<file path="src/rtl/otf_pkg.sv">
// shared constants, beat types and controller/datapath command structs for the otsu finder
package otf_pkg;

  localparam int BIN_COUNT         = 256;
  localparam int PIX_W             = 8;
  localparam int MAX_REGION_PIXELS = 65536;

  localparam int BIN_W    = $clog2(BIN_COUNT);
  localparam int CNT_W    = $clog2(MAX_REGION_PIXELS + 1);
  localparam int SUM_W    = CNT_W + PIX_W;
  localparam int DIFF_W   = CNT_W + SUM_W;
  localparam int DEN_W    = 2 * CNT_W;
  localparam int SQ_W     = 2 * DIFF_W;

  // iterative multiplier: full-width a operand, b consumed one digit per cycle
  localparam int DIGIT_W   = 8;
  localparam int MUL_B_RAW = (DIFF_W > DEN_W) ? DIFF_W : DEN_W;
  localparam int MUL_STEPS = (MUL_B_RAW + DIGIT_W - 1) / DIGIT_W;
  localparam int MUL_A_W   = SQ_W;
  localparam int MUL_B_W   = MUL_STEPS * DIGIT_W;
  localparam int PROD_W    = MUL_A_W + MUL_B_W;
  localparam int STEP_W    = $clog2(MUL_STEPS + 1);

  typedef struct packed {
    logic [PIX_W-1:0] pixel;
    logic             last;
  } pix_t;

  typedef struct packed {
    logic [BIN_W-1:0] threshold;
    logic             split_found;
  } res_t;

  typedef enum logic [1:0] {
    MSEL_SQ = 2'd0,
    MSEL_P1 = 2'd1,
    MSEL_P2 = 2'd2
  } msel_t;

  typedef struct packed {
    logic  pix_acc;
    logic  clear_wr;
    logic  bin_clr;
    logic  bin_inc;
    logic  sweep_acc;
    logic  calc_prod;
    logic  calc_diff;
    logic  mul_start;
    msel_t mul_sel;
    logic  cap_sq;
    logic  cap_p1;
    logic  cap_p2;
    logic  best_upd;
    logic  region_clr;
    logic  res_load;
  } cmd_t;

  typedef struct packed {
    logic bin_last;
    logic skip;
    logic mul_done;
    logic better;
  } stat_t;

endpackage

</file>
<file path="src/rtl/otf_ctrl.sv">
// sequencer for clear pass, pixel intake, bin sweep and result hand-off
module otf_ctrl (
  input  logic            clk,
  input  logic            rst,
  input  logic            pix_valid,
  input  otf_pkg::pix_t   pix,
  output logic            pix_stall,
  output logic            res_valid,
  input  logic            res_stall,
  input  otf_pkg::stat_t  stat,
  output otf_pkg::cmd_t   cmd
);

  typedef enum logic [16:0] {
    ST_CLEAR   = 17'h00001,
    ST_ACCUM   = 17'h00002,
    ST_FLUSH   = 17'h00004,
    ST_READ    = 17'h00008,
    ST_ADD     = 17'h00010,
    ST_CHECK   = 17'h00020,
    ST_PROD    = 17'h00040,
    ST_DIFF    = 17'h00080,
    ST_SQ_GO   = 17'h00100,
    ST_SQ_WAIT = 17'h00200,
    ST_P1_GO   = 17'h00400,
    ST_P1_WAIT = 17'h00800,
    ST_P2_GO   = 17'h01000,
    ST_P2_WAIT = 17'h02000,
    ST_CMP     = 17'h04000,
    ST_NEXT    = 17'h08000,
    ST_DONE    = 17'h10000
  } state_t;

  state_t state;
  state_t state_next;

  assign pix_stall = (state != ST_ACCUM);

  always_comb begin
    state_next = state;
    cmd        = '0;
    cmd.mul_sel = otf_pkg::MSEL_SQ;
    case (state)
      ST_CLEAR: begin
        cmd.clear_wr = 1'b1;
        cmd.bin_inc  = 1'b1;
        if (stat.bin_last) begin
          cmd.bin_clr = 1'b1;
          state_next  = ST_ACCUM;
        end
      end
      ST_ACCUM: begin
        cmd.pix_acc = pix_valid;
        if (pix_valid && pix.last) begin
          state_next = ST_FLUSH;
        end
      end
      ST_FLUSH: begin
        cmd.bin_clr = 1'b1;
        state_next  = ST_READ;
      end
      ST_READ: begin
        state_next = ST_ADD;
      end
      ST_ADD: begin
        cmd.sweep_acc = 1'b1;
        state_next    = ST_CHECK;
      end
      ST_CHECK: begin
        state_next = stat.skip ? ST_NEXT : ST_PROD;
      end
      ST_PROD: begin
        cmd.calc_prod = 1'b1;
        state_next    = ST_DIFF;
      end
      ST_DIFF: begin
        cmd.calc_diff = 1'b1;
        state_next    = ST_SQ_GO;
      end
      ST_SQ_GO: begin
        cmd.mul_start = 1'b1;
        cmd.mul_sel   = otf_pkg::MSEL_SQ;
        state_next    = ST_SQ_WAIT;
      end
      ST_SQ_WAIT: begin
        if (stat.mul_done) begin
          cmd.cap_sq = 1'b1;
          state_next = ST_P1_GO;
        end
      end
      ST_P1_GO: begin
        cmd.mul_start = 1'b1;
        cmd.mul_sel   = otf_pkg::MSEL_P1;
        state_next    = ST_P1_WAIT;
      end
      ST_P1_WAIT: begin
        if (stat.mul_done) begin
          cmd.cap_p1 = 1'b1;
          state_next = ST_P2_GO;
        end
      end
      ST_P2_GO: begin
        cmd.mul_start = 1'b1;
        cmd.mul_sel   = otf_pkg::MSEL_P2;
        state_next    = ST_P2_WAIT;
      end
      ST_P2_WAIT: begin
        if (stat.mul_done) begin
          cmd.cap_p2 = 1'b1;
          state_next = ST_CMP;
        end
      end
      ST_CMP: begin
        cmd.best_upd = stat.better;
        state_next   = ST_NEXT;
      end
      ST_NEXT: begin
        if (stat.bin_last) begin
          state_next = ST_DONE;
        end else begin
          cmd.bin_inc = 1'b1;
          state_next  = ST_READ;
        end
      end
      ST_DONE: begin
        if (!res_valid || !res_stall) begin
          cmd.res_load   = 1'b1;
          cmd.region_clr = 1'b1;
          state_next     = ST_ACCUM;
        end
      end
      default: begin
        state_next = ST_CLEAR;
      end
    endcase
  end

  always_ff @(posedge clk) begin
    if (rst) begin
      state     <= ST_CLEAR;
      res_valid <= 1'b0;
    end else begin
      state <= state_next;
      if (cmd.res_load) begin
        res_valid <= 1'b1;
      end else if (!res_stall) begin
        res_valid <= 1'b0;
      end
    end
  end

endmodule

</file>
<file path="config.mk">
export PLATFORM = sky130hd
export DESIGN_NAME = otf_ctrl
export DESIGN_NICKNAME = d
export VERILOG_FILES = /design/src/rtl/otf_pkg.sv /design/src/rtl/otf_ctrl.sv
export SDC_FILE = /design/constraint.sdc
export NUM_CORES = 1
export LEC_CHECK = 0
export BUFFER_PORTS_ARGS = -buffer_cell sky130_fd_sc_hd__clkbuf_2
export CORE_UTILIZATION = 51
export CTS_CLUSTER_SIZE = 10
export DETAILED_ROUTE_END_ITERATION = 10
export PLACE_DENSITY = 0.9
export SLEW_MARGIN = 20
export SYNTH_ARGS = -nofsm -noshare
export SYNTH_HDL_FRONTEND = slang
export SYNTH_SLANG_ARGS = --single-unit
</file>
<file path="constraint.sdc">
create_clock -name clk -period 3.5 [get_ports clk]
set_input_delay 0.525 -clock clk [delete_from_list [all_inputs] [get_ports clk]]
set_output_delay 0.525 -clock clk [all_outputs]
set_load 0.01 [all_outputs]
</file>
## After elaboration in Yosys (flattened, before gate mapping)

Index checks and enable logic that the tools add are counted.

- Word-level logic and storage cells: 60
- Bits in registers: 18
- Output and inout port bits: 18
- Bits of input ports: 17

- Multiplexer cells: 28
- Equality and inequality tests: 25
- Reductions and logical operators: 5

Operator list:

| operator | count |
|---|---|
| 17-bit case mux with 17 select lines | 1 |
| 17-bit 2-to-1 mux | 7 |
| 17-bit by 1-bit equality test with 1-bit output, second input constant | 1 |
| 17-bit by 10-bit equality test with 1-bit output, second input constant | 1 |
| 17-bit by 11-bit equality test with 1-bit output, second input constant | 1 |
| 17-bit by 12-bit equality test with 1-bit output, second input constant | 1 |
| 17-bit by 13-bit equality test with 1-bit output, second input constant | 1 |
| 17-bit by 14-bit equality test with 1-bit output, second input constant | 1 |
| 17-bit by 15-bit equality test with 1-bit output, second input constant | 1 |
| 17-bit by 16-bit equality test with 1-bit output, second input constant | 1 |
| 17-bit equality test, second input constant | 1 |
| 17-bit by 2-bit equality test with 1-bit output, second input constant | 1 |
| 17-bit by 3-bit equality test with 1-bit output, second input constant | 1 |
| 17-bit by 4-bit equality test with 1-bit output, second input constant | 1 |
| 17-bit by 5-bit equality test with 1-bit output, second input constant | 1 |
| 17-bit by 6-bit equality test with 1-bit output, second input constant | 1 |
| 17-bit by 7-bit equality test with 1-bit output, second input constant | 1 |
| 17-bit by 8-bit equality test with 1-bit output, second input constant | 1 |
| 17-bit by 9-bit equality test with 1-bit output, second input constant | 1 |
| 17-bit by 2-bit != test with 1-bit output, second input constant | 1 |
| 16-bit 2-to-1 mux | 1 |
| 1-bit 2-to-1 mux | 14 |
| 2-bit != test, second input constant | 6 |
| 3-bit case mux with 3 select lines | 1 |
| other kinds (7) | 10 |

## Depth between registers and ports, before layout

Gate-level depths: netlist of the first run.

- Word-level depth: 5
- Mapped depth: 7
- Depth with buffers taken out: 5

## Worst setup path after synthesis of the first run

No wires, ideal clock.

- Path kind: register to output
- Start: register state[2]
- End: output cmd[12] in the netlist's numbering
- Cell stages (with the launch flop): 7
- Data required time: 2,975 ps
- Data arrival time: 2,305 ps
- Path slack: 670 ps
- Buffers on the path: 1
- Cell sequence: dfxtp_1 buf_6 or4_4 or4_1 or3_4 or4b_4 nand2b_1

RTL lines:

| element | RTL line | RTL |
|---|---|---|
| from (decl) | otf_ctrl.sv:34 | `state_t state;` |
| from (signal assigned) | otf_ctrl.sv:143 | `state <= state_next;` |
| to (decl) | otf_ctrl.sv:11 | `output otf_pkg::cmd_t cmd` |

==> results of run 1 <==
cell type report:
type	instances	area, sq um	share of cell area
Clock buffer	4	36.3	0.0264
Tap cell	28	35.0	0.0255
Multi-Input combinational cell	119	778	0.566
Sequential cell	18	360	0.262
Inverter	5	18.8	0.0137
Timing Repair Buffer	28	145	0.106
worst max-delay path, cell delays in order, from the launching register on:
cell	delay, ps
dfxtp_1	370
or4_4	570
or4_1	450
or3_4	410
or4b_4	500
nand2b_1	110
clkbuf_2	130
logic make-up (layout without fill, tap and decap cells):
kind of cell           after synthesis  in the layout  synth area share
multiplexers                         1              1           0.00826
flip-flops                          18             18             0.298
AO/OA/AOI/OAI                       28             28             0.177
buffers and inverters               16             37            0.0599
XOR/XNOR                             6              6            0.0434
AND/OR/NAND/NOR                     84             84             0.414
synth_stat cells (all sizes together), types with 3 or more instances:
library cell,instances,area (sq um)
a21oi,3,15.0
a221oi,5,50.0
and2,5,31.3
and4,3,26.3
buf,4,27.5
clkbuf,7,26.3
dfxtp,18,360
inv,5,18.8
nand2,9,33.8
nand2b,3,18.8
nand3,3,15.0
nand4,5,31.3
nor2,13,48.8
nor2b,6,37.5
nor3,8,40.0
nor4,10,62.6
o21ai,7,35.0
or3,4,30.0
or4,4,33.8
xor2,5,43.8
metrics by stage:
step                      cells  utilization  area [sq um]  setup slack (ps)  hold WS [ps]
after floorplan             153            -          1210               670           497
after global placement      198        0.599          1340               548           521
after detailed placement    198        0.599          1340               519           543
after CTS                   202        0.615          1370               164           411
after global routing        202        0.615          1370              61.6           392
final                       202        0.615          1370               133           412
path summary, 6_finish.rpt:
| check | from | to | slack (ps) | cells past startpoint |
|---|---|---|---|---|
| setup / recovery | state[0] | cmd[12] | 130 | 6 |
| hold reg to reg | state[6] | state[7] | 560 | 2 |
| setup reg to reg | state[0] | state[13] | 710 | 6 |
| hold / removal | stat[2] | state[6] | 410 | 2 |
flip-flops by register name, indices dropped and copies added (netlist names):
name	flops
res_valid	1
state	17
power by group:
group | switching (mW) | internal (mW) | total [mW]
registers | 0.00492 | 0.208 | 0.213
logic | 0.0563 | 0.0385 | 0.0948
clock network | 0.0697 | 0.0636 | 0.133
total | 0.131 | 0.310 | 0.441
per-layer routing:
| layer | routed length, um | share of wire | vias up | global-route usage |
|---|---|---|---|---|
| met5 | 0 | 0 | - | 0 |
| met4 | 37 | 0.012 | 0 | 0.116 |
| met3 | 226 | 0.073 | 5 | 0.0485 |
| met2 | 1530 | 0.49 | 61 | 0.458 |
| met1 | 1320 | 0.42 | 593 | 0.358 |
| li1 | - | - | 623 | - |
==> metrics, run 1 <==
Final Skew=0.588 ps; clock tree buffer depth=2; final slew viol count=0; routed len/inst=15.4 um; number of synthesized flops with an enable pin=0; synthesized instance count=153; fin nets=192; largest net degree at the start of global routing=14; num ports=35; Initial Util=0.542; Clock Sinks=18; Clk pin slew, worst setup/hold paths=110 ps; die area=0.00257 sq mm; total power=0.441 mW; layout cell share with drive strength beyond 1=0.213; GRT Total Usage=0.279; Avg Vias per Cell=6.35; RSZ-0062 raised after global routing=false; post-CTS setup repair buffer count=0; port buffer count=26; core area=0.00223 sq mm; die width=50.7 um; Post-CTS Hold Buffers=0; vias after detailed routing=1282; category of the most critical setup path=reg2out; Layout area overhead=13.4%; Final ANT Viol Nets=0; Peak VDD IR=232 uV; routability cong.=0.942; Max Clock Freq=0.297 GHz; HP Class=in2reg; Syn. warnings=0; setup violators final=0; DRT Pass-1 Iters=4; CP required=2970 ps; most common cell after layout, fill and taps aside=clkbuf_2; TritonCTS Buffers=3; post-CTS sizing=0; worst-margin pin slew=725 ps; pwr/cell area=321 mW/mm^2; Site Rows=17; drt drc=0; minimum clock period=3370 ps; Max-slew headroom=0.510; WP data arrival=2840 ps; Avg Cell Area, Syn=7.92 sq um; Setup TNS=0 ps; Routed WL=3110 um; #FFs+latches synth=18; Final HPWL DP=2350 um; sequential fraction of the synthesis area=0.298; CTS H-tree lvls=1; CTS tree=yes; CTS root buf=clkbuf_4; Most used DFF post-synth=dfxtp_1; most frequent cells in the layout=clkbuf_2, dfxtp_1, nor2_1; Final period util=0.962; Setup crit start kind=flip-flop; max capacitance violation total=0; Mapped Area=0.00121 sq mm; first-pass GRT wire length=5400 um; Congestion Overflow GR=0; Fin. Hold Viols=0; number of distinct library cells after synthesis=46; status=complete, no violations; Post-synth ARST share=0; DRT iter0 DRCs=58; initial antenna violation count=0; worst skew pair latency=300 ps; Worst Path Max Fanout=5; Lkg Pwr=0.641 nW; vias in the first global route=1197; Fillers=208; Critical Path Sink Type=output port; Mapped Nets=170; ant diodes=0; die span in y=50.7 um
Note: power is estimated with default switching activity, not from simulation.
==> inputs of run 2 (changes only) <==
CORE_MARGIN = 2   (was default)
GPL_TIMING_DRIVEN = 0   (was default)
==> run 2 against run 1 <==
Clock power about the same. Register-to-register slack better by 70 ps. Wire length up 4.0%. Via count up 5.4%. Utilization up 2.0 points. Maximum frequency up 1.4%. Sequential share of layout area down 0.83 points. Power down 0.11%. Global-route usage down 2.7 points. Combinational power about the same. Cell count up 4.5%. Final area up 3.3%. Largest power group unchanged. Highest routed layer unchanged.
==> metrics, run 2 (synthesis results as in run 1) <==
Fin. Hold Viols=0 (unchanged); Setup TNS=0 ps (unchanged); most common cell after layout, fill and taps aside=clkbuf_2 (unchanged); worst r2r path cells=7 (was 6); Internal=0.310 mW (about the same); vias in the first global route=1200 (was 1197); Initial Util=0.542 (unchanged); sequential power share=0.483 (about the same); Final Skew=4.75 ps (was 0.588 ps); layout cell share with drive strength beyond 1=0.213 (about the same); Max-slew headroom=0.574 (was 0.510); total power=0.441 mW (about the same); combinational power share=0.215 (about the same); first-pass GRT wire length=5280 um (was 5400 um); setup violators final=0 (unchanged); most flop-heavy register=state (unchanged); Critical Path Sink Type=output port (unchanged); CP required=2970 ps (about the same); Routed WL=3230 um (was 3110 um); pwr/cell area=311 mW/mm^2 (was 321 mW/mm^2); Max Clock Freq=0.301 GHz (was 0.297 GHz); die area=0.00278 sq mm (was 0.00257 sq mm); status=complete, no violations (unchanged); CP max stage delay=500 ps (was 570 ps); Worst path depth=7 (was 6); pre-CTS setup slack=514 ps (was 519 ps); Peak VDD IR=251 uV (was 232 uV); ant diodes=0 (unchanged); CTS tree=yes (unchanged); sw power=0.131 mW (about the same); GRT Total Usage=0.253 (was 0.279); minimum clock period=3320 ps (was 3370 ps); top flop regs=state: 17 flops, res_valid: 1 flops (unchanged); part of the power in the clock network=0.302 (about the same); Congestion Overflow GR=0 (unchanged); Worst Path Buf+Inv=2 (was 1); Min Hold Slack=413 ps (was 412 ps); worst-margin pin slew=639 ps (was 725 ps); num ports=35 (unchanged); HP Class=in2reg (unchanged); Final ANT Viol Nets=0 (unchanged); Clock Sinks=18 (unchanged); DRT Pass-1 Iters=7 (was 4); port buffer count=26 (unchanged); clock tree buffer depth=2 (unchanged); Site Rows=17 (unchanged); Layout area overhead=17.1% (was 13.4%); Sw Share=0.297 (about the same); Worst Path Max Fanout=7 (was 5); Reg2Reg Setup Slack=780 ps (was 710 ps); Setup crit start kind=flip-flop (unchanged); number of flip-flops in the largest register=17 (unchanged); final slew viol count=0 (unchanged); CTS H-tree lvls=1 (unchanged); CP delay by family, top=simple AND/OR/NAND/NOR gates (unchanged); core area=0.00223 sq mm (unchanged); initial antenna violation count=0 (unchanged); routability cong.=0.897 (was 0.942); category of the most critical setup path=reg2out (unchanged); RSZ-0062 raised after global routing=false (unchanged); setup ws final=178 ps (was 133 ps); max capacitance violation total=0 (unchanged); hold path depth=2 (unchanged); fin nets=201 (was 192); DRT iter0 DRCs=68 (was 58); Avg Vias per Cell=6.40 (was 6.35); worst skew pair latency=300 ps (about the same); WP data arrival=2800 ps (was 2840 ps); TritonCTS Buffers=3 (unchanged); most frequent cells in the layout=clkbuf_2, dfxtp_1, nor2_1 (unchanged); die span in y=52.7 um (was 50.7 um); Final period util=0.949 (was 0.962); routed len/inst=15.3 um (was 15.4 um); vias after detailed routing=1351 (was 1282); Lkg Pwr=0.658 nW (was 0.641 nW); Clk pin slew, worst setup/hold paths=100 ps (was 110 ps); CTS root buf=clkbuf_4 (unchanged); drt drc=0 (unchanged); post-CTS setup repair buffer count=0 (unchanged); largest net degree at the start of global routing=11 (was 14); Final HPWL DP=2470 um (was 2350 um); die width=52.7 um (was 50.7 um); slowest stage cell, crit path=or4_4 (unchanged); crit path cell chain=buf_6 > or4_4 > or4_1 > or3_4 > or4b_4 > nand2b_1 > clkbuf_2 (was or4_4 > or4_1 > or3_4 > or4b_4 > nand2b_1 > clkbuf_2)
==> run 2: cell types whose count changed in the layout (fill, tap and decap cells not counted), sizes merged <==
cell,before,now
clkbuf,30,37
buf,2,4
==> run 2: final cells by class <==
cell class	instances	area [sq um]
Buffer	11	53.8
Sequential cell	18	360
Timing Repair Buffer	26	130
Clock buffer	4	36.3
Fill cell	198	815
Multi-Input combinational cell	119	785
Tap cell	28	35.0
Inverter	5	18.8
==> run 2: worst paths after layout <==
check	startpoint	endpoint
setup / recovery	state[2]	cmd[12]
hold / removal	stat[2]	state[6]
setup reg to reg	state[2]	state[13]
hold reg to reg	state[6]	state[7]
==> run 2: per-stage QoR <==
step | area [sq um] | cells | util
CTS | 1410 | 211 | 0.632
detailed placement | 1380 | 207 | 0.616
floorplan | 1210 | 153 | -
global route | 1420 | 211 | 0.635
finish | 1420 | 211 | 0.635
global placement | 1380 | 207 | 0.616
==> run 2: metal layers <==
metal | global-route usage | share of wire
met4 | 0.115 | 0.015
met1 | 0.307 | 0.42
met3 | 0.0371 | 0.084
met5 | 0 | 0
met2 | 0.433 | 0.48
==> run 2: repair_timing <==
item / in CTS / in global routing
gates resized for setup: 0 / 1
endpoints found under the setup margin: 0 / 1
hold buffers: 0 / 0
==> run 2: power groups by stage <==
stage / Sequential, mW / Combinational, mW / Clock [mW]
final: 0.213 / 0.0948 / 0.133
after global routing: 0.214 / 0.103 / 0.140
after CTS: 0.212 / 0.0936 / 0.132
after detailed placement: 0.217 / 0.0931 / 0
after global placement: 0.217 / 0.0903 / 0
after floorplan: 0.216 / 0.0650 / 0
